[config.mk]
export PLATFORM = sky130hd
export DESIGN_NAME = gpd_fifo
export DESIGN_NICKNAME = d
export VERILOG_FILES = /design/src/hdl/gpd_fifo.sv
export SDC_FILE = /design/constraint.sdc
export NUM_CORES = 1
export LEC_CHECK = 0
export BUFFER_PORTS_ARGS = -buffer_cell sky130_fd_sc_hd__buf_2
export CORE_AREA = 2 2 39 41
export DETAILED_ROUTE_END_ITERATION = 12
export DIE_AREA = 0 0 41 43
export GPL_ROUTABILITY_DRIVEN = 1
export RECOVER_POWER = 50
export SLEW_MARGIN = 5
export SYNTH_ARGS = -nofsm -noshare
export SYNTH_HDL_FRONTEND = slang
export SYNTH_SLANG_ARGS = --single-unit
[constraint.sdc]
create_clock -name clock -period 2.6 [get_ports clock]
set_clock_uncertainty 0.15 [all_clocks]
set_input_delay 0.52 -clock clock [delete_from_list [all_inputs] [get_ports clock]]
set_output_delay 0.52 -clock clock [all_outputs]
set_load 0.005 [all_outputs]
[src/hdl/gpd_fifo.sv]
module gpd_fifo #(
   parameter type item_type = logic,
   parameter int  DEPTH = 2
) (
   input  logic     clock,
   input  logic     reset,
   input  logic     push,
   input  item_type push_item,
   output logic     full,
   input  logic     pop,
   output item_type pop_item,
   output logic     empty
);

   localparam int PTR_W = (DEPTH > 1) ? $clog2(DEPTH) : 1;

   item_type mem_ff [DEPTH];
   logic [PTR_W-1:0] wr_ptr_ff, wr_ptr_in;
   logic [PTR_W-1:0] rd_ptr_ff, rd_ptr_in;
   logic [PTR_W:0]   count_ff, count_in;
   logic             do_push;
   logic             do_pop;

   // Status and pointer updates.
   always_comb begin
      full      = (count_ff == (PTR_W + 1)'(DEPTH));
      empty     = (count_ff == '0);
      do_push   = push && !full;
      do_pop    = pop && !empty;
      pop_item  = mem_ff[rd_ptr_ff];
      wr_ptr_in = wr_ptr_ff;
      rd_ptr_in = rd_ptr_ff;
      count_in  = count_ff;
      if (do_push) begin
         wr_ptr_in = (wr_ptr_ff == PTR_W'(DEPTH - 1)) ? '0 : wr_ptr_ff + 1'b1;
      end
      if (do_pop) begin
         rd_ptr_in = (rd_ptr_ff == PTR_W'(DEPTH - 1)) ? '0 : rd_ptr_ff + 1'b1;
      end
      if (do_push && !do_pop) count_in = count_ff + 1'b1;
      else if (do_pop && !do_push) count_in = count_ff - 1'b1;
   end

   always_ff @(posedge clock) begin
      if (reset) begin
         wr_ptr_ff <= '0;
         rd_ptr_ff <= '0;
         count_ff  <= '0;
      end else begin
         wr_ptr_ff <= wr_ptr_in;
         rd_ptr_ff <= rd_ptr_in;
         count_ff  <= count_in;
      end
   end

   // Storage needs no reset.
   always_ff @(posedge clock) begin
      if (do_push) mem_ff[wr_ptr_ff] <= push_item;
   end

endmodule

# After elaboration in Yosys (flattened, before gate mapping)
# Memories as Yosys holds them, arrays and structs flattened. A register that Yosys moved wholly into a read port is not among the register bits.
# Cells that the tools add are included.
# word_totals
ff_bits	4
mem_bits_rw	2
out_inout_bits	3
n_memories	1
# memory_table
name	words	width	rd	rd_clocked_by_memory_dff	write_ports	line	source
mem_ff	2	1	1	1	1	17	item_type mem_ff [DEPTH];
# classes
n_addsub	4
n_eq_ne	1
mux	8
reduce_logical	10
# ops
op	count
two-way mux 1 bit	6
logical AND 1 bit	4
zero test 1 bit	4
two-way mux 2 bit	2
adder 1 bit (second input constant)	2
adder 2 x 1 -> 2 bit (second input constant)	1
== test 2 bit (second input constant)	1
zero test 2 bit	1
nonzero test 2 bit	1
subtractor 2 x 1 -> 2 bit (second input constant)	1

# Depth between registers and ports, before layout
# Gate-level depths: netlist of the first run.
# depth
ltp_word	7
mapped_depth	6

# Worst setup path after synthesis of the first run
# OpenSTA, ideal clock, no wires.
# synth_timing
path_type	input-to-reg
startpoint	in pop
endpoint	reg count_ff[1]
setup_time_ns	0.070
t_arrival_ns	1.426
required_time_ns	2.380
path_slack_ns	0.955
path_stages	4
n_path_buf	0
path_cell_list	o21ai_0 > ha_1 > or3_1 > a21oi_1
# synth_between
elab_chain_len	4
word_cells_on_any_way	6
classes_between	mux: 1; reduce/logical: 5
# synth_rtl
item	line	source
start: declaration	10	input logic pop,
logical AND 1 bit (*)	29	do_pop = pop && !empty;
zero test 1 bit	40	if (do_push && !do_pop) count_in = count_ff + 1'b1;
logical AND 1 bit	40	
two-way mux 2 bit / nonzero test 2 bit (equally long branches)	n/a	
end signal: assignment	52	count_ff <= count_in;
end: declaration	20	logic [PTR_W:0] count_ff, count_in;
# Mark *: on every way between the ends. The rest lies on a longest branch, timed or not.
# A chain may end at the register's enable or synchronous reset.

# Worst setup path in the final report of the first run
# layout_timing
startpoint	reg count_ff[1]
endpoint	reg count_ff[1]
# layout_between
elab_chain_len	6
word_cells_on_any_way	15
classes_between	add/sub: 2; eq/ne: 1; mux: 2; reduce/logical: 10
# layout_rtl
item	line
== test 2 bit / zero test 2 bit (equally long branches)	26, 27
zero test 1 bit, on equally long branches	28, 29
logical AND 1 bit, on equally long branches	28, 29
zero test 1 bit, on equally long branches	41, 40
logical AND 1 bit, on equally long branches	41, 40
nonzero test 2 bit (no source line) / two-way mux 2 bit (equally long branches)	n/a
# Several ways; a longest one is shown, not always the timed one. The select of a mux whose other input is x is not followed.

==> results of run 1 <==
-- cells in the mapped netlist --
cell type	n
dfxtp_1	5
nor2_1	5
o21ai_0	3
xor2_1	3
a21oi_1	2
edfxtp_1	2
inv_1	2
or3_1	2
and2_1	1
ha_1	1
mux2_2	1
nor2b_2	1
-- cell type report --
cell class	instances	area, um^2
fillers	148	1020
flip-flops and latches	7	160
multi-input cells	19	119
repair buffers	7	33.8
clock buffers	4	26.3
well taps	16	20.0
inverters	2	7.51
-- power groups by stage --
stage | Clock [mW] | Combinational (mW) | Sequential [mW]
after global placement | 0 | 0.130 | 0.171
final | 0.0961 | 0.131 | 0.168
after detailed placement | 0 | 0.132 | 0.172
after floorplan | 0 | 0.0975 | 0.167
after global routing | 0.111 | 0.147 | 0.172
after CTS | 0.101 | 0.135 | 0.170
-- critical path, stage by stage, from the launching register on --
cell	delay [ns]
dfxtp_1	0.35
nor2b_1	0.25
nor2_1	0.08
ha_1	0.32
or3_1	0.35
a21oi_1	0.14
-- per-layer routing --
layer	part of all wire (%)	GRT usage [%]	vias to the layer above
met5	0	0	-
met4	0	4.00	0
met3	11	6.28	0
met2	48	9.38	9
met1	41	6.54	105
li1	-	-	115
-- logic make-up (layout without fill, tap and decap cells) --
logic type               Yosys count  in the layout  synth area share (%)
flip-flops                         7              7                  55.4
AO/OA/AOI/OAI                      5              5                  8.66
adder cells (fa/ha/maj)            1              1                  4.33
XOR/XNOR                           3              3                  9.09
multiplexers                       1              1                  3.90
AND/OR/NAND/NOR                    9              9                  16.0
buffers and inverters              2             13                  2.60
-- metrics by stage --
stage	cell area [um^2]	power [mW]
floorplan	289	0.264
global placement	344	0.302
detailed placement	344	0.304
CTS	370	0.406
global route	367	0.430
finish	367	0.395
-- worst max-delay path by stage --
stage / from / slack [ns] / endpoint / depth (start not counted)
floorplan: pop / 0.95 / count_ff[1] / 4
global placement: pop / 0.81 / count_ff[1] / 5
detailed placement: pop / 0.79 / count_ff[1] / 5
CTS: count_ff[0] / 0.91 / count_ff[1] / 4
global route: count_ff[1] / 0.77 / count_ff[1] / 5
finish: count_ff[1] / 0.88 / count_ff[1] / 5
==> results.yml, run 1 <==
synth:
  avgSynthCellArea_um2: 10.3
  synth_area_um2: 289
  synth_top_area_share_pct: 34.6
  synth.largest_area_cell: "dfxtp_1"
  yosysWarnings: 0
  ys_types: 12
  synth.area.top_cells: "dfxtp_1 35%, edfxtp_1 21%, xor2_1 9.1%, nor2_1 6.5%, o21ai_0 5.2%"
  synth.ff_latch_count: 7
  ys_seq_area_share_pct: 55.4
  netlist_instances: 28
  synth_nets: 34
clock_tree:
  cts.sink_count: 7
  cts_root_buf: "clkbuf_4"
  worst_skew_pair.late_latency_ns: 0.25
  clk_pin_slew_ns: 0.05
  hold_buffers: 0
  ctsResizeCount: 0
  clock_path_buffers: 2
  cts-htree-levels: 1
  post_cts_buffers: 0
  cts_buffers: 3
  cts_tree: "built"
placement:
  io_buffers: 7
  dp.cells: 51
  place.gp.congestion: 0.680
  dpl.hpwl_um: 353
  dpl_worst_slack_ns: 0.793
drt:
  wl_per_cell_um: 8.42
  firstDrtPassIters: 2
  drt_wl_total_um: 463
  drt-vias-per-instance: 4.16
  drt_iter0_markers: 1
  vias: 229
  antenna_left: 0
  drcViolationCount: 0
finish:
  fin_nets: 46
  finalNonFillerCells: 55
  syn2layout_area_growth_pct: 26.8
  layout_common_cells: "6 x buf_2, 5 x nor2_1, 5 x dfxtp_1"
  drive_gt1_share_pct: 25.6
  final_common_cell: "buf_2"
  final_core_util_pct: 26.5
  antennaDiodeCount: 0
power:
  p_per_area_nw_per_um2: 1080
  power_frac_comb_pct: 33.1
  power_switching_mw: 0.124
  p_int_mw: 0.271
  swShare_pct: 31.4
  clockPowerShare_pct: 24.3
  peakVddDrop_mv: 0.382
  seqPwrFrac_pct: 42.6
  power_leakage_nw: 0.162
setup_path:
  end_kind: "register"
  r2r_start: "count_ff[1]"
  start_kind: "register"
  rrSetupSlack_ns: 0.88
  reg2reg_depth: 5
  worstPathRequired_ns: 2.63
  cp_max_fo: 5
  cp.arrival_ns: 1.75
  path_class: "reg -> reg"
  r2r_end: "count_ff[1]"
floorplan:
  dieArea_um2: 1760
  fp.dieH_um: 43
  fp.coreArea_um2: 1380
  start_util_pct: 20.9
  die_w_um: 41
  std_cell_rows: 14
  ios: 8
min_path:
  holdPathStages: 1
  hold_path.startpoint: "push_item"
  hold_class: "in -> reg"
  holdPathEnd: "mem_ff[0]"
timing:
  setup_ws_ns: 0.884
  worstMarginPinSlew_ns: 0.305
  finalHoldViolations: 0
  fin_crit_sh_pct: 66.0
  max_freq_ghz: 0.583
  rsz0062_at_grt: "no"
  layout_min_cycle_time_ns: 1.72
  fin_setup_tns_ns: 0
  slew_violations: 0
  setup-violations-final: 0
  whs_ns: 0.341
  slew_headroom_pct: 79.4
global_route:
  grt_use_total_pct: 6.86
  grt_pass1_wl_um: 731
  antenna_found_initial: 0
  grt_pass1_vias: 204
  overflow: 0
  grt_max_degree: 6
job:
  max_cap_violations: 0
run_status:
  outcome: "finished clean"
Note: power is estimated with default switching activity, not from simulation.
==> run 2, diff against run 1 <==
--- a/config.mk
+++ b/config.mk
@@ -5,6 +5,7 @@
 export SDC_FILE = /design/constraint.sdc
 export NUM_CORES = 1
 export LEC_CHECK = 0
+export ABC_AREA = 1
 export BUFFER_PORTS_ARGS = -buffer_cell sky130_fd_sc_hd__buf_2
 export CORE_AREA = 2 2 39 41
 export DETAILED_ROUTE_END_ITERATION = 12
==> constraint.sdc (replaced) <==
create_clock -name clock -period 1.6 [get_ports clock]
set_clock_uncertainty 0.15 [all_clocks]
set_input_delay 0.32 -clock clock [delete_from_list [all_inputs] [get_ports clock]]
set_output_delay 0.32 -clock clock [all_outputs]
set_load 0.005 [all_outputs]
==> results.yml, run 2 <==
drt:
  antenna_left: 0
  vias: 289
  drt_iter0_markers: 15
  firstDrtPassIters: 2
  wl_per_cell_um: 9.21
  drt-vias-per-instance: 4.13
  drt_wl_total_um: 645
  drcViolationCount: 0
finish:
  antennaDiodeCount: 0
  postLayoutCellArea_um2: 435
  fin_nets: 61
  syn2layout_area_growth_pct: 34.4
  layout_common_cells: "9 x nor2_1, 6 x inv_1, 6 x buf_2, 4 x dfxtp_1"
  drive_gt1_share_pct: 37.0
  final_common_cell: "nor2_1"
  final_core_util_pct: 31.5
floorplan:
  std_cell_rows: 14
  die_w_um: 41
  ios: 8
  fp.dieH_um: 43
  dieArea_um2: 1760
  fp.coreArea_um2: 1380
  start_util_pct: 23.4
setup_path:
  cp_cell_sequence: "buf_4, nor2_1, buf_2"
  cp_slowest_cell: "dfxtp_1"
  path_class: "reg -> out"
  cp_max_fo: 4
  worstPathRequired_ns: 1.13
  end_kind: "output port"
  rrSetupSlack_ns: 0.15
  start_kind: "register"
  cp.arrival_ns: 1.01
  cp_slowest_stage_delay_ns: 0.42
power:
  swShare_pct: 36.7
  seqPwrFrac_pct: 35.3
  power_switching_mw: 0.281
  power_frac_comb_pct: 42.6
  p_int_mw: 0.486
  clockPowerShare_pct: 22.1
  p_per_area_nw_per_um2: 1760
  peakVddDrop_mv: 0.637
  power_leakage_nw: 0.206
placement:
  io_buffers: 7
  dpl.hpwl_um: 475
  dpl-instance-area_um2: 394
  place.gp.congestion: 0.802
  dpl_worst_slack_ns: 0.137
synth:
  synth_nets: 46
  synth.largest_area_cell: "dfxtp_1"
  netlist_instances: 40
  ys_seq_area_share_pct: 49.4
  synth.area.top_cells: "dfxtp_1 31%, edfxtp_1 19%, nor2_1 10%, inv_1 6.9%, o21ai_2 5.4%"
  synth.ff_latch_count: 7
  ys_types: 16
  yosysWarnings: 0
  avgSynthCellArea_um2: 8.10
  synth_area_um2: 324
  synth-edff-count: 2
  yosysMostFrequentCell: "nor2_1"
  synthFlopType: "dfxtp_1"
  synthArstFlopShare_pct: 0
  synth_top_area_share_pct: 30.9
  synthTopCellsByCount: "9 x nor2_1, 6 x inv_1, 5 x dfxtp_1"
timing:
  slew_headroom_pct: 85.3
  fin_crit_sh_pct: 92.7
  rsz0062_at_grt: "no"
  whs_ns: 0.124
  slew_violations: 0
  finalHoldViolations: 0
  worstMarginPinSlew_ns: 0.218
  layout_min_cycle_time_ns: 1.48
  max_freq_ghz: 0.674
  setup_ws_ns: 0.117
  setup-violations-final: 0
  fin_setup_tns_ns: 0
clock_tree:
  cts_root_buf: "clkbuf_4"
  cts.sink_count: 7
  clk_pin_slew_ns: 0.06
  cts_tree: "built"
  cts-htree-levels: 1
  clock_path_buffers: 2
  hold_buffers: 0
  worst_skew_pair.late_latency_ns: 0.26
  cts_buffers: 3
min_path:
  hold_class: "in -> reg"
job:
  max_cap_violations: 0
global_route:
  grt_pass1_vias: 295
  grt_use_total_pct: 9.96
  grt_max_degree: 5
  antenna_found_initial: 0
  grt_pass1_wl_um: 1090
  overflow: 0
run_status:
  outcome: "finished clean"
[run 2: cell types whose count changed in the layout (fill, tap and decap cells not counted), moves of 2 or more]
| cell | before | now |
|---|---|---|
| inv_1 | 2 | 6 |
| nor2_1 | 5 | 9 |
| buf_4 | 0 | 3 |
| inv_2 | 0 | 3 |
| nand2_1 | 0 | 3 |
| xor2_1 | 3 | 0 |
| or3_1 | 2 | 0 |
[run 2: layout make-up]
| type | instances | area (um^2) |
|---|---|---|
| Clock buffer | 4 | 26.3 |
| Sequential cell | 7 | 161 |
| Inverter | 9 | 33.8 |
| Tap cell | 16 | 20.0 |
| Fill cell | 160 | 948 |
| Multi-Input combinational cell | 24 | 138 |
| Timing Repair Buffer | 10 | 56.3 |
[run 2: what timing repair did]
item                       4_1_cts  5_1_grt
setup buffers                    0        1
setup endpoints to repair        0        1
gates resized for setup          0        2
[run 2: logic make-up (layout without fill, tap and decap cells)]
| family | after synthesis | after routing | share of synthesized area, % |
|---|---|---|---|
| AO/OA/AOI/OAI | 6 | 6 | 11.6 |
| adder cells (fa/ha/maj) | 1 | 1 | 3.86 |
| buffers and inverters | 9 | 23 | 10.4 |
| flip-flops | 7 | 7 | 49.4 |
| multiplexers | 1 | 1 | 3.47 |
| AND/OR/NAND/NOR | 16 | 16 | 21.2 |
[run 2: stage by stage]
step                cells  power [mW]
floorplan              40       0.468
global placement       65       0.569
detailed placement     65       0.577
CTS                    69       0.753
global route           70       0.849
finish                 70       0.767
[run 2: power by group through the flow]
stage | clock network (mW) | logic (mW) | registers [mW]
after floorplan | 0 | 0.192 | 0.276
after global placement | 0 | 0.303 | 0.266
after detailed placement | 0 | 0.308 | 0.269
after CTS | 0.180 | 0.309 | 0.265
after global routing | 0.192 | 0.380 | 0.277
final | 0.170 | 0.327 | 0.271
[run 2: worst max-delay path, delay by kind of cell (launching register included)]
family                 cells  cell delay, ns
buffers and inverters      2            0.28
flip-flops                 1            0.42
AND/OR/NAND/NOR            1            0.04
[run 2: metal layers]
metal | global-route usage, % | share of wire, % | vias to the layer above
li1 | - | - | 154
met1 | 9.06 | 41 | 127
met2 | 14.7 | 50 | 8
met3 | 9.42 | 8.2 | 0
met4 | 4.00 | 0 | 0
met5 | 0 | 0 | -
[run 2: worst paths after layout]
check / cells after the start / startpoint / to
setup / recovery: 3 / count_ff[0] / full
hold reg to reg: 2 / wr_ptr_ff / wr_ptr_ff
setup reg to reg: 8 / count_ff[1] / count_ff[1]
hold / removal: 1 / push_item / mem_ff[0]
