File: src/hdl/gpd_pkg.sv
package gpd_pkg;

   // Sizes.
   localparam int NUM_SLOTS_DEFAULT = 8;
   localparam int QUEUE_DEPTH = 2;
   localparam int OUT_DEPTH = 2;
   localparam int CSR_INDEX_W = 3;
   localparam int CSR_DATA_W = 48;
   localparam int MASK_BITS_PER_SLOT = 6;

   // Register reset values.
   localparam logic [15:0] STANCE_LOAD_MIN_RESET = 16'd410;
   localparam logic [15:0] SWING_LOAD_MAX_RESET = 16'd410;
   localparam logic signed [15:0] LANDING_RATIO_RESET = 16'sd0;
   localparam logic signed [15:0] LATE_STANCE_RATIO_RESET = 16'sd0;
   localparam logic signed [15:0] LIFTOFF_RATIO_RESET = -16'sd4096;
   localparam logic [15:0] LEG_LEN_RESET = 16'd4096;
   localparam logic [47:0] SLOT_PHASE_MASKS_RESET = 48'd0;
   localparam logic [7:0] SLOT_LEG_SELECT_RESET = 8'd0;

   // Register indexes.
   typedef enum logic [CSR_INDEX_W-1:0] {
      CSR_STANCE_LOAD_MIN,
      CSR_SWING_LOAD_MAX,
      CSR_LANDING_RATIO,
      CSR_LATE_STANCE_RATIO,
      CSR_LIFTOFF_RATIO,
      CSR_LEG_LEN,
      CSR_SLOT_PHASE_MASKS,
      CSR_SLOT_LEG_SELECT
   } csr_index_type;

   // Gait phases.
   typedef enum logic [2:0] {
      PH_UNKNOWN,
      PH_EARLY,
      PH_LATE,
      PH_LIFTOFF,
      PH_SWING,
      PH_LANDING
   } phase_type;

   // Input word.
   typedef struct packed {
      logic               new_step;
      logic [31:0]        tick_time;
      logic [15:0]        left_load;
      logic [15:0]        right_load;
      logic signed [15:0] left_foot_x;
      logic signed [15:0] left_base_x;
      logic signed [15:0] right_foot_x;
      logic signed [15:0] right_base_x;
   } req_type;

   // Result word.
   typedef struct packed {
      logic [2:0]  slot_index;
      logic        slot_active;
      logic [31:0] slot_elapsed;
      logic [2:0]  left_phase;
      logic [2:0]  right_phase;
      logic        last_slot;
   } rsp_type;

   // Registers seen by the classifier.
   typedef struct packed {
      logic [15:0]        stance_load_min;
      logic [15:0]        swing_load_max;
      logic signed [15:0] landing_ratio;
      logic signed [15:0] late_stance_ratio;
      logic signed [15:0] liftoff_ratio;
      logic [15:0]        leg_len;
   } cfg_front_type;

   // Registers seen by the slot sequencer.
   typedef struct packed {
      logic [47:0] slot_phase_masks;
      logic [7:0]  slot_leg_select;
   } cfg_back_type;

   // Condition flags of one leg for one tick.
   typedef struct packed {
      logic stance;
      logic swing;
      logic late;
      logic lift;
      logic land;
      logic behind;   // other leg in stance and this leg's offset smaller
      logic ahead;    // this leg's offset larger than the other's
   } leg_view_type;

   // Classified word passed from the front to the back.
   typedef struct packed {
      logic         new_step;
      logic [31:0]  tick_time;
      leg_view_type left_view;
      leg_view_type right_view;
   } cls_type;

   // One step of a leg's phase machine.
   function automatic phase_type next_phase(phase_type ph, leg_view_type me);
      phase_type nxt;
      nxt = ph;
      unique case (ph)
         PH_UNKNOWN: begin
            if (me.stance) begin
               if (me.behind) nxt = PH_LIFTOFF;
               else if (me.late) nxt = PH_LATE;
               else nxt = PH_EARLY;
            end else begin
               nxt = me.land ? PH_LANDING : PH_SWING;
            end
         end
         PH_EARLY: begin
            if (me.behind) nxt = PH_LIFTOFF;
            else if (me.late) nxt = PH_LATE;
         end
         PH_LATE: begin
            if (me.behind || me.lift) nxt = PH_LIFTOFF;
         end
         PH_LIFTOFF: begin
            if (me.swing) nxt = PH_SWING;
         end
         PH_SWING: begin
            if (me.stance && me.ahead) nxt = PH_EARLY;
            else if (!me.stance && me.land) nxt = PH_LANDING;
         end
         PH_LANDING: begin
            if (me.stance) nxt = PH_EARLY;
         end
         default: nxt = ph;
      endcase
      return nxt;
   endfunction

endpackage

File: src/hdl/gpd_back.sv
module gpd_back #(
   parameter int NUM_SLOTS = gpd_pkg::NUM_SLOTS_DEFAULT
) (
   input  logic                 clock,
   input  logic                 reset,
   input  gpd_pkg::cfg_back_type cfg,
   input  logic                 q_empty,
   input  gpd_pkg::cls_type     q_item,
   output logic                 q_pop,
   input  logic                 out_full,
   output logic                 out_push,
   output gpd_pkg::rsp_type     out_item
);

   import gpd_pkg::*;

   localparam int SLOT_W = (NUM_SLOTS > 1) ? $clog2(NUM_SLOTS) : 1;

   logic [SLOT_W-1:0] cnt_ff, cnt_in;
   phase_type         left_ph_ff, left_ph_in;
   phase_type         right_ph_ff, right_ph_in;
   logic              act_ff [NUM_SLOTS];
   logic [31:0]       since_ff [NUM_SLOTS];
   logic              act_in;
   logic [31:0]       since_in;
   logic              run;
   logic              first;
   logic              last;
   logic              upd_phase;
   phase_type         left_next;
   phase_type         right_next;
   phase_type         left_cur;
   phase_type         right_cur;
   phase_type         ph;
   logic [MASK_BITS_PER_SLOT-1:0] slot_mask;
   logic [7:0]        mask_ext;
   logic              act_new;
   logic              changed;

   // Phase machines: next state.
   always_comb begin
      left_next  = next_phase(left_ph_ff, q_item.left_view);
      right_next = next_phase(right_ph_ff, q_item.right_view);
   end

   // Slot sequencer: one slot of the head word per cycle while the queue holds a word and the result queue is not full.
   always_comb begin
      run       = !q_empty && !out_full;
      first     = (cnt_ff == '0);
      last      = (cnt_ff == SLOT_W'(NUM_SLOTS - 1));
      upd_phase = first && q_item.new_step;
      left_cur  = upd_phase ? left_next : left_ph_ff;
      right_cur = upd_phase ? right_next : right_ph_ff;
      ph        = cfg.slot_leg_select[cnt_ff] ? right_cur : left_cur;
      slot_mask = cfg.slot_phase_masks[MASK_BITS_PER_SLOT * cnt_ff +: MASK_BITS_PER_SLOT];
      mask_ext  = {2'b00, slot_mask};
      act_new   = mask_ext[ph];
      changed   = q_item.new_step && (act_new != act_ff[cnt_ff]);
      act_in    = changed ? act_new : act_ff[cnt_ff];
      since_in  = changed ? q_item.tick_time : since_ff[cnt_ff];
      q_pop     = run && last;
      out_push  = run;
      cnt_in    = run ? (last ? '0 : cnt_ff + 1'b1) : cnt_ff;
      left_ph_in  = (run && upd_phase) ? left_next : left_ph_ff;
      right_ph_in = (run && upd_phase) ? right_next : right_ph_ff;
   end

   // Result word for the current slot.
   always_comb begin
      out_item.slot_index   = 3'(cnt_ff);
      out_item.slot_active  = act_in;
      out_item.slot_elapsed = q_item.tick_time - since_in;
      out_item.left_phase   = left_cur;
      out_item.right_phase  = right_cur;
      out_item.last_slot    = last;
   end

   always_ff @(posedge clock) begin
      if (reset) begin
         cnt_ff      <= '0;
         left_ph_ff  <= PH_UNKNOWN;
         right_ph_ff <= PH_UNKNOWN;
         for (int k = 0; k < NUM_SLOTS; k++) begin
            act_ff[k]   <= 1'b0;
            since_ff[k] <= '0;
         end
      end else begin
         cnt_ff      <= cnt_in;
         left_ph_ff  <= left_ph_in;
         right_ph_ff <= right_ph_in;
         if (run) begin
            act_ff[cnt_ff]   <= act_in;
            since_ff[cnt_ff] <= since_in;
         end
      end
   end

endmodule

File: config.mk
export PLATFORM = sky130hd
export DESIGN_NAME = gpd_back
export DESIGN_NICKNAME = d
export VERILOG_FILES = /design/src/hdl/gpd_pkg.sv /design/src/hdl/gpd_back.sv
export SDC_FILE = /design/constraint.sdc
export NUM_CORES = 1
export LEC_CHECK = 0
export ABC_CLOCK_PERIOD_IN_PS = 7200
export BUFFER_PORTS_ARGS = -buffer_cell sky130_fd_sc_hd__clkbuf_2
export CORE_ASPECT_RATIO = 1.75
export CORE_MARGIN = 2
export CORE_UTILIZATION = 45
export CTS_CLUSTER_DIAMETER = 80
export DETAILED_ROUTE_END_ITERATION = 8
export PLACE_DENSITY = 0.66
export SLEW_MARGIN = 20
export SYNTH_ARGS = -nofsm -noshare
export SYNTH_HDL_FRONTEND = slang
export SYNTH_SLANG_ARGS = --single-unit
File: constraint.sdc
create_clock -name clock -period 7.2 [get_ports clock]
set_input_delay 1.08 -clock clock [delete_from_list [all_inputs] [get_ports clock]]
set_output_delay 1.08 -clock clock [all_outputs]
set_load 0.05 [all_outputs]
* After elaboration in Yosys (flattened, before gate mapping)
Memories as Yosys holds them, arrays and structs flattened. A register that Yosys moved wholly into a read port is not among the register bits.
Cells that the tools add are included.
** Storage, ports and cells
- Logic and storage cells :: 92
- Memory bits (writable) :: 264
- Bits of input ports :: 107
- Memories kept :: 2
- Output and inout port bits :: 45
- Flip-flop bits (word level) :: 9
** Memories
- since_ff :: depth 8, bits a word 32, rd ports 1, clocked after memory_dff 1, wr ports 8, line gpd_back.sv:23 : logic [31:0] since_ff [NUM_SLOTS];
- act_ff :: depth 8, bits a word 1, rd ports 1, clocked after memory_dff 1, wr ports 8, line gpd_back.sv:22 : logic act_ff [NUM_SLOTS];
** Operators by class
- Muxes and demuxes :: 49
- Reductions and logical operators :: 20
- Order comparisons :: 2
- $mul :: 1
- Eq/ne operators :: 12
- $add $sub $neg :: 2
- Shift-type cells :: 1
** Operators by type and width (number)
- 3-bit 2-to-1 mux :: 26
- 32-bit 2-to-1 mux :: 2
- 48-bit by 7-bit variable part select with 6-bit output :: 1
- 3-bit case mux with 6 select lines :: 2
- 32-bit OR reduction :: 1
- 32-bit subtractor :: 1
- 3-bit equality test (second input constant) :: 5
- 1-bit 2-to-1 mux :: 13
- 3-bit by 2-bit equality test with 1-bit output (second input constant) :: 4
- 1-bit logical AND :: 9
- 3-bit zero test :: 3
- 3-bit by 4-bit less-than comparator with 1-bit output (second input constant) :: 2
- 2-bit 2-to-1 mux :: 4
- 1-bit binary-select mux with 3-bit select :: 2
- 3-bit by 1-bit equality test with 1-bit output (second input constant) :: 2
- 2-bit by 3-bit multiplier with 5-bit output (first input constant) :: 1
- 1-bit zero test :: 4
- 3-bit by 1-bit adder with 3-bit output (second input constant) :: 1
- 1-bit logical OR :: 2
- 1-bit inequality test :: 1
- 1-bit OR reduction :: 1

* Depth between registers and ports, before layout
Gate-level depths: netlist of the first run.
- Word-level depth :: 13
- Depth in mapped cells :: 31
- Gate-level depth less buffers :: 25

* Least setup slack after synthesis of the first run
No wires, ideal clock.
- Path kind :: register to output
- From :: register cnt_ff[0]
- To :: output out_item[37] in the netlist's numbering
- Setup slack :: -1.794 ns
- Path buffers :: 7
- Required time :: 6.120 ns
- Arrival time :: 7.914 ns
- Stages on the path, launching flop included :: 29
- Path through :: dfxtp_1 buf_6 buf_2 inv_1 ha_1 and3b_1 buf_4 a31oi_1 nor3b_1 o221ai_4 a31oi_1 nor2_1 buf_2 buf_4 buf_4 nor2_1 a21oi_1 inv_1 ha_1 fa_1 clkbuf_1 a22oi_1 o221ai_1 mux2_2 a21oi_2 o2111ai_1 a221o_1 and4b_1 nor3_1
** RTL lines
- start, declared :: line gpd_back.sv:19 : logic [SLOT_W-1:0] cnt_ff, cnt_in;
- start signal, assigned :: line gpd_back.sv:88 : cnt_ff <= cnt_in;
- end, declared :: line gpd_back.sv:12 : output gpd_pkg::rsp_type out_item

==> results.yml, run 1 <==
run_status:
  status: "finished clean"
worst_setup_path:
  critPathArrivalTime_ps: 5860
  critPathLaunchType: "input pin"
  worstReg2RegEnd: "since_ff[1][14]"
  r2r-start: "cnt_ff[0]"
  end_kind: "output port"
  cp_max_fo: 6
  crit_start: "q_item[13]"
  r2r_slack_ps: 3170
  cp_data_required_time_ps: 6120
  critical_path_class: "in2out"
  r2r_cells: 14
detailed_routing:
  routed.top_layer: "met5"
  wl_met2_mm: 25.1
  drtPass1Iterations: 5
  num_vias: 12100
  drtAntennaViolNets: 0
  wl_per_cell_um: 23.7
  viasPerCell: 6.01
  wl_met3_mm: 3.32
  wl_met1_mm: 16.7
  routed_wl_mm: 47.9
  drcViolationCount: 0
  first_iter_violations: 967
yosys:
  synth-main-ff-cell: "edfxtp_1"
  synth_seq_cells: 276
  synth_nets: 1480
  async_flop_share_pct: 0
  synth_cell_types: 95
  syn_inst: 1357
  ys_warn_count: 0
  synth_edf_count: 264
  synth_seq_area_share_pct: 52.4
  syn_avg_cell_area_um2: 11.5
  netlist_area_um2: 15600
power:
  clkPwrFrac_pct: 25.9
  vdd_drop_max_mv: 0.170
  p_seq_share_pct: 35.8
  p_sw_mw: 1.83
  p_total_mw: 5.14
  p_leak_nw: 6.97
  intPower_mw: 3.31
  cellPowerDensity_nw_per_um2: 273
  sw_frac_of_total_pct: 35.5
  comb_power_share_pct: 38.2
timing:
  max-slew-margin-rel_pct: 49.1
  rsz0062_at_grt: "no"
  layout_min_cycle_time_ps: 6940
  worstMarginPinSlew_ps: 742
  tns_ps: 0
  whs_ps: 644
  fin_crit_sh_pct: 96.4
  final-setup-viol-count: 0
  skew_ps: 13.0
  max_clock_freq_ghz: 0.144
  drv_slew: 0
  hold_viol: 0
min_path:
  hp-start: "right_ph_ff[2]"
  hold_class: "reg2reg"
  whs_path_depth: 2
  min_to: "right_ph_ff[2]"
cts:
  numCtsBuffers: 25
  cts_hold_buf: 0
  cts_root_buf: "clkbuf_16"
  cts_tree: "yes"
  insertion_delay_ps: 560
  cts_sinks: 276
  cts-htree-levels: 1
  cts_buffer_depth: 3
  clkTransAtPathRegs_ps: 70
placement:
  dp_hpwl_mm: 32.3
  io_buffers: 151
  place_congestion: 0.959
  placed_area_um2: 17900
floorplan:
  die-width_um: 145
  fp-row-count: 90
  initial_core_util_pct: 45.4
  fp.coreArea_um2: 34300
  dieArea_um2: 36200
  pin_count: 152
  die_h_um: 250
run:
  maxCapViolations: 0
global_route:
  grt_max_degree: 55
  grt_pass1_wl_mm: 71.4
  overflow: 0
  grt_pass1_vias: 12100
  grt.total_usage_pct: 26.7
  antenna_found_initial: 3
final_layout:
  layout.nets: 1665
  antennaDiodeCount: 0
  layout-drive-gt1-share_pct: 29.1
  nFillCells: 2919
  final_area_um2: 18800
  area_growth_pct: 20.6
==> worst max-delay path, cell delays in order <==
cell and delay, ps:
clkbuf_2 140, nor2_1 140, a2111oi_2 60, buf_4 170, o41ai_4 340, nor2_4 100, or3_1 430, a31oi_2 200
and3_4 230, nor2_4 60, buf_4 150, a21oi_4 140, ha_1 270, a21oi_2 220, nor2_1 80, maj3_1 350
o21ai_0 100, a221oi_2 90, o41a_1 380, o22ai_2 280, nor4b_1 120, a211o_1 330, a21boi_4 220, buf_12 160
==> cells in the final DEF, fill, tap and decap left out, drive strengths merged, types with 38 or more instances in the layout <==
master,n
a21oi,57
buf,114
nand2,75
mux2i,42
o21ai,54
nor2,338
edfxtp,264
inv,38
clkbuf,163
mux4,76
==> routing by layer <==
metal  global-route usage [%]  vias to the layer above
met5                        0                        -
met4                     13.5                        6
met3                     3.77                      147
met2                     48.0                      570
met1                     30.5                     5993
li1                         -                     5429
==> through the flow <==
stage                     setup slack [ps]  std cells  utilization [%]
after floorplan                       -149       1357                -
after global placement                 228       1974             52.2
after detailed placement               155       1974             52.2
after CTS                              117       2020             54.5
after global routing                  9.85       2021             54.7
final                                  259       2021             54.7
==> kinds of logic (layout without fill, tap and decap cells) <==
logic type / Yosys count / in the layout / share of synthesized area (%)
adders and majority gates: 26 / 26 / 1.98
and+or+nand+nor: 542 / 542 / 15.3
AOI/OAI and AO/OA: 235 / 235 / 10.5
xor gates and xnor gates: 35 / 35 / 1.97
buffers and inverters: 117 / 321 / 3.34
muxes: 126 / 126 / 14.5
DFF: 276 / 276 / 52.4
==> area by class of cell <==
cell class / count / area (um^2) / area share [%]
inverter: 34 / 128 / 0.679
tap: 460 / 576 / 3.06
clock inverter: 10 / 101 / 0.539
multi-input combinational: 964 / 7320 / 39.0
clock buffer: 36 / 707 / 3.76
sequential: 276 / 8180 / 43.5
timing repair buffer: 241 / 1780 / 9.46
==> sequential cells by signal, indices dropped and copies added (netlist names), named ones only <==
| name | flops |
|---|---|
| right_ph_ff | 3 |
| left_ph_ff | 3 |
| act_ff | 8 |
| since_ff | 256 |
| cnt_ff | 3 |
==> synth_stat cells (all sizes together) (4+ instances only) <==
cell / n / area [um^2]
a211o: 5 / 43.8
a211oi: 5 / 42.5
a21o: 12 / 90.1
a21oi: 57 / 293
a221oi: 8 / 82.6
a22oi: 7 / 52.6
a31oi: 16 / 106
a32oi: 5 / 43.8
and2: 9 / 56.3
and3: 10 / 67.6
buf: 34 / 209
clkbuf: 49 / 184
dfxtp: 12 / 240
edfxtp: 264 / 7930
ha: 15 / 188
inv: 34 / 128
maj3: 10 / 100
mux2: 8 / 93.8
mux2i: 42 / 453
mux4: 76 / 1710
nand2: 75 / 284
nand2b: 12 / 75.1
nand3: 22 / 115
nand3b: 7 / 52.6
nand4b: 5 / 43.8
nor2: 338 / 1280
nor2b: 16 / 100
nor3: 21 / 110
nor4: 4 / 25.0
o211ai: 5 / 42.5
o21ai: 54 / 274
o221ai: 4 / 52.6
o22ai: 7 / 50.1
o31ai: 6 / 45.0
or2: 4 / 25.0
or3: 7 / 45.1
xnor2: 28 / 245
xor2: 7 / 61.3
==> worst max-delay path by stage <==
stage	to	slack [ps]	cells past startpoint
2_1_floorplan	out_item[37]	-150	25
3_3_place_gp	out_item[38]	230	23
3_5_place_dp	out_item[19]	160	24
4_1_cts	out_item[19]	120	24
5_1_grt	out_item[26]	10	25
6_report	out_item[24]	260	24
==> power groups by stage <==
| stage | clock, mW | sequential, mW | combinational, mW |
|---|---|---|---|
| finish | 1.33 | 1.84 | 1.96 |
| global placement | 0 | 1.87 | 1.93 |
| floorplan | 0 | 1.87 | 1.19 |
| detailed placement | 0 | 1.88 | 1.94 |
| global route | 1.40 | 1.85 | 2.06 |
| CTS | 1.34 | 1.84 | 1.94 |
==> repair_timing <==
item,in CTS,in global routing
endpoints found under the setup margin,0,19
gates resized for setup,0,15
buffers inserted,0,1
No activity file was read; power rests on OpenSTA's default activity.
==> run 2: changes to the inputs <==
--- a/config.mk
+++ b/config.mk
@@ -9,10 +9,11 @@
 export BUFFER_PORTS_ARGS = -buffer_cell sky130_fd_sc_hd__clkbuf_2
 export CORE_ASPECT_RATIO = 1.75
 export CORE_MARGIN = 2
-export CORE_UTILIZATION = 45
+export CORE_UTILIZATION = 50
 export CTS_CLUSTER_DIAMETER = 80
 export DETAILED_ROUTE_END_ITERATION = 8
-export PLACE_DENSITY = 0.66
+export PLACE_DENSITY = 0.72
+export REMOVE_ABC_BUFFERS = 1
 export SLEW_MARGIN = 20
 export SYNTH_ARGS = -nofsm -noshare
 export SYNTH_HDL_FRONTEND = slang
==> run 2 against run 1 <==
Compared with the run above: sequential power barely moved; register-to-register slack got worse by 90 ps; fmax fell by 2.4%; routed wire length fell by 4.6%; critical path depth rose by 2; largest cell class unchanged; via count barely moved; clock skew rose by 3.4 ps; first-iteration DRC count rose by 28%; critical path type unchanged; global-route usage rose by 1.3 points; die area fell by 9.8%; combinational power fell by 3%.
==> results.yml, run 2 (synthesized netlist as in run 1, its figures left out) <==
timing:
  max_clock_freq_ghz: 0.141
  skew_ps: 16.4
  rsz0062_at_grt: "yes"
  layout_min_cycle_time_ps: 7110
  drv_slew: 0
  worstMarginPinSlew_ps: 862
  final-setup-viol-count: 0
  max-slew-margin-rel_pct: 42.5
  tns_ps: 0
  fin_crit_sh_pct: 98.8
  hold_viol: 0
worst_setup_path:
  crit_path_max_incr_delay_ps: 480
  r2r-start: "cnt_ff[0]"
  end_kind: "output port"
  worstReg2RegEnd: "since_ff[2][15]"
  cp_data_required_time_ps: 6120
  critPathArrivalTime_ps: 6030
  r2r_slack_ps: 3080
  r2r_cells: 14
  critical_path_class: "in2out"
  cp_max_fo: 5
  critPathLaunchType: "input pin"
  cp_slowest_cell: "mux4_2"
  crit_top_cell: "buf_4"
detailed_routing:
  first_iter_violations: 1239
  routed_wl_mm: 45.7
  drcViolationCount: 0
  drtAntennaViolNets: 0
  num_vias: 12100
  viasPerCell: 6.21
  wl_per_cell_um: 23.4
  drtPass1Iterations: 5
final_layout:
  top_register: "since_ff"
  layout.nets: 1669
  utilization_pct: 60.6
  layout-drive-gt1-share_pct: 28.5
  antennaDiodeCount: 0
  reg.largest.list: "since_ff: 256 flops, act_ff: 8 flops"
  largest_register_ffs: 256
  area_growth_pct: 19.5
  most-common-layout-cells: "nor2_1, edfxtp_1, clkbuf_2"
  final_common_cell: "nor2_1"
power:
  sw_frac_of_total_pct: 34.8
  clkPwrFrac_pct: 25.1
  p_seq_share_pct: 36.7
  intPower_mw: 3.27
  vdd_drop_max_mv: 0.245
  p_leak_nw: 6.92
  cellPowerDensity_nw_per_um2: 270
  p_sw_mw: 1.75
  comb_power_share_pct: 38.1
cts:
  cts_root_buf: "clkbuf_16"
  cts_buffer_depth: 3
  numCtsBuffers: 24
  clkTransAtPathRegs_ps: 70
  cts_hold_buf: 0
  insertion_delay_ps: 540
  cts_sinks: 276
  cts_tree: "yes"
  cts-htree-levels: 1
min_path:
  hold_class: "reg2reg"
  hp-start: "right_ph_ff[2]"
  min_to: "right_ph_ff[2]"
  whs_path_depth: 2
global_route:
  overflow: 0
  antenna_found_initial: 0
  grt_pass1_vias: 12100
  grt_pass1_wl_mm: 68.5
  grt.total_usage_pct: 28.0
  grt_max_degree: 75
placement:
  dp_hpwl_mm: 29.2
  place_congestion: 1.00
  io_buffers: 151
floorplan:
  fp.coreArea_um2: 30700
  pin_count: 152
  die_h_um: 238
  initial_core_util_pct: 50.7
  die-width_um: 137
  fp-row-count: 85
  dieArea_um2: 32600
run_status:
  status: "finished clean"
run:
  maxCapViolations: 0
run 2: what timing repair did:
item	in CTS	in global routing
gates cloned	0	1
pin swaps	1	16
setup endpoints to repair	15	24
setup buffers	1	5
resized for setup	3	53
run 2: worst max-delay path by stage:
stage          cells past startpoint       start            to
2_1_floorplan                     20        flop  out_item[37]
3_3_place_gp                      26  q_item[11]  out_item[37]
3_5_place_dp                      26  q_item[11]  out_item[38]
4_1_cts                           26  q_item[11]  out_item[37]
5_1_grt                           25      cfg[4]  out_item[37]
6_report                          26      cfg[0]  out_item[24]
run 2: critical path, delay by kind of cell:
| family | cells | cell delay (ps) |
|---|---|---|
| adder cells (fa/ha/maj) | 2 | 660 |
| AO/OA/AOI/OAI | 9 | 1740 |
| buffers and inverters | 7 | 970 |
| AND/OR/NAND/NOR | 6 | 790 |
| multiplexers | 2 | 780 |
run 2: power groups by stage:
stage	logic, mW	registers, mW	clock network (mW)
global placement	1.82	1.87	0
CTS	1.84	1.84	1.28
global route	2.02	1.85	1.32
detailed placement	1.83	1.88	0
finish	1.91	1.84	1.26
floorplan	1.05	1.88	0
run 2: cell type report:
type                    instances  area, um^2
fillers                      2464       12100
flip-flops and latches        276        8180
multi-input cells             964        7170
repair buffers                246        1910
clock buffers                  27         612
well taps                     391         489
clock inverters                16         139
inverters                      34         128
run 2: per-layer routing:
| metal | global-route usage (%) | routed length [um] | up-vias |
|---|---|---|---|
| li1 | - | - | 5435 |
| met1 | 34.9 | 16900 | 6047 |
| met2 | 49.2 | 24100 | 543 |
| met3 | 2.92 | 2890 | 114 |
| met4 | 11.7 | 1850 | 0 |
| met5 | 0 | 0 | - |
run 2: through the flow:
stage          total power, mW  setup WS (ps)  hold WS, ps  instances  cell area [um^2]
2_1_floorplan             2.93          -4180          553       1274             15200
3_3_place_gp              3.69            108          593       1903             17500
3_5_place_dp              3.71           12.4          598       1904             17500
4_1_cts                   4.96           24.9          625       1948             18300
5_1_grt                   5.20           -159          724       1954             18600
6_report                  5.02           86.9          628       1954             18600
==> run 3: changes to the inputs <==
--- a/config.mk
+++ b/config.mk
@@ -9,11 +9,13 @@
 export BUFFER_PORTS_ARGS = -buffer_cell sky130_fd_sc_hd__clkbuf_2
 export CORE_ASPECT_RATIO = 1.75
 export CORE_MARGIN = 2
-export CORE_UTILIZATION = 50
+export CORE_UTILIZATION = 46
+export CTS_BUF_LIST = sky130_fd_sc_hd__clkbuf_16
 export CTS_CLUSTER_DIAMETER = 80
 export DETAILED_ROUTE_END_ITERATION = 8
-export PLACE_DENSITY = 0.72
+export PLACE_DENSITY = 0.67
 export REMOVE_ABC_BUFFERS = 1
+export SETUP_SLACK_MARGIN = 0.05
 export SLEW_MARGIN = 20
 export SYNTH_ARGS = -nofsm -noshare
 export SYNTH_HDL_FRONTEND = slang
==> run 3 against run 2 <==
Compared with the run above: sequential cell count stayed put; critical endpoint is now out_item[37]; final area is 0.93% higher; combinational power hardly changed; routed wire length is 2.4% higher.
==> results.yml, run 3 (synthesized netlist as in run 1, its figures left out) <==
run_status:
  status: "finished clean"
global_route:
  overflow: 0
  grt_pass1_wl_mm: 69.5
  grt_max_degree: 41
  grt.total_usage_pct: 26.1
  grt_pass1_vias: 12100
  antenna_found_initial: 2
final_layout:
  layout-drive-gt1-share_pct: 29.2
  layout.nets: 1679
  top_register: "since_ff"
  multi_input_area_um2: 7190
  nFillCells: 2787
  most-common-layout-cells: "nor2_1, edfxtp_1, clkbuf_2"
  largest_register_ffs: 256
  reg.largest.list: "since_ff: 256 flops, act_ff: 8 flops"
  area_growth_pct: 20.7
  utilization_pct: 56.1
  final_common_cell: "nor2_1"
  final_cells: 2030
  ff_latch_area_um2: 8180
cts:
  cts_buffer_depth: 3
  cts_sinks: 276
  cts_hold_buf: 0
  clkTransAtPathRegs_ps: 60
  insertion_delay_ps: 540
  cts_tree: "yes"
  cts-htree-levels: 1
  numCtsBuffers: 24
  cts_root_buf: "clkbuf_16"
floorplan:
  fp-row-count: 89
  die-width_um: 143
  initial_core_util_pct: 46.5
  fp.coreArea_um2: 33500
  pin_count: 152
  dieArea_um2: 35400
  die_h_um: 247
detailed_routing:
  routed_wl_mm: 46.8
  first_iter_violations: 1110
  drtPass1Iterations: 5
  viasPerCell: 6.01
  drtAntennaViolNets: 0
  drcViolationCount: 0
  num_vias: 12200
  wl_per_cell_um: 23.1
timing:
  whs_ps: 642
  fin_crit_sh_pct: 97.8
  max_clock_freq_ghz: 0.142
  worst_slack_ps: 160
  worstMarginPinSlew_ps: 798
  layout_min_cycle_time_ps: 7040
  tns_ps: 0
  drv_slew: 0
  max-slew-margin-rel_pct: 46.8
  final-setup-viol-count: 0
  rsz0062_at_grt: "yes"
  hold_viol: 0
  skew_ps: 16.6
placement:
  io_buffers: 151
  place_congestion: 0.952
  dpl.cell_count: 1972
  post-place-ws_ps: -48.1
  dp_hpwl_mm: 30.4
run:
  maxCapViolations: 0
worst_setup_path:
  critical_path_class: "in2out"
  end_kind: "output port"
  critPathLaunchType: "input pin"
  cp_max_fo: 6
  cp_data_required_time_ps: 6120
  r2r_slack_ps: 3070
  critPathArrivalTime_ps: 5960
power:
  sw_frac_of_total_pct: 34.9
  comb_power_share_pct: 38.3
  p_seq_share_pct: 36.5
  intPower_mw: 3.28
  p_leak_nw: 6.99
  p_sw_mw: 1.76
  cellPowerDensity_nw_per_um2: 268
  clkPwrFrac_pct: 25.2
  vdd_drop_max_mv: 0.191
min_path:
  hold_class: "reg2reg"
-- run 3: layout make-up --
class | count | share of cell area [%]
Inverter | 34 | 0.679
Clock buffer | 26 | 3.46
Sequential cell | 276 | 43.5
Multi-Input combinational cell | 964 | 38.2
Clock inverter | 18 | 0.626
Antenna cell | 1 | 0.0133
Timing Repair Buffer | 256 | 10.4
Tap cell | 455 | 3.03
-- run 3: power by group through the flow --
| stage | Combinational, mW | Sequential [mW] | Clock, mW |
|---|---|---|---|
| 6_report | 1.93 | 1.84 | 1.27 |
| 3_5_place_dp | 1.83 | 1.87 | 0 |
| 3_3_place_gp | 1.82 | 1.87 | 0 |
| 2_1_floorplan | 1.05 | 1.88 | 0 |
| 5_1_grt | 2.04 | 1.85 | 1.33 |
| 4_1_cts | 1.85 | 1.84 | 1.28 |
-- run 3: path summary, 6_finish.rpt --
check | from | end | cells past startpoint
worst max register to register | cnt_ff[0] | since_ff[3][23] | 16
worst min register to register | right_ph_ff[2] | right_ph_ff[2] | 2
worst max-delay path | q_item[46] | out_item[37] | 25
worst min-delay path | right_ph_ff[2] | right_ph_ff[2] | 2
-- run 3: repair_timing --
item | CTS | global route
pin swaps | 0 | 21
buffers inserted | 0 | 12
gates cloned | 0 | 1
hold endpoints to repair | 0 | 0
resized for setup | 10 | 58
endpoints found under the setup margin | 17 | 25
-- run 3: worst max-delay path: stages --
cell,delay (ps)
clkbuf_2,120
and3b_2,220
nand2_1,130
o41ai_4,410
nor2_4,70
buf_4,160
o22ai_2,230
o311ai_4,160
and3_4,200
nor2_4,210
buf_6,140
nor2_1,50
a21oi_2,200
inv_1,90
fa_2,430
a22oi_2,210
o221ai_2,110
mux2_4,310
a21oi_4,150
o2111ai_1,160
a221o_1,400
and4b_1,210
nor3_1,210
buf_4,150
buf_12,120
-- run 3: metrics by stage --
| step | instance area (um^2) | power [mW] |
|---|---|---|
| after floorplan | 15200 | 2.93 |
| after global placement | 17600 | 3.69 |
| after detailed placement | 17600 | 3.71 |
| after CTS | 18400 | 4.97 |
| after global routing | 18800 | 5.22 |
| final | 18800 | 5.04 |
-- run 3: per-layer routing --
metal	track usage (%)	wire length, um	vias up
li1	-	-	5464
met1	31.6	17200	6059
met2	47.4	24500	557
met3	2.80	3200	112
met4	10.3	1950	0
met5	0	0	-
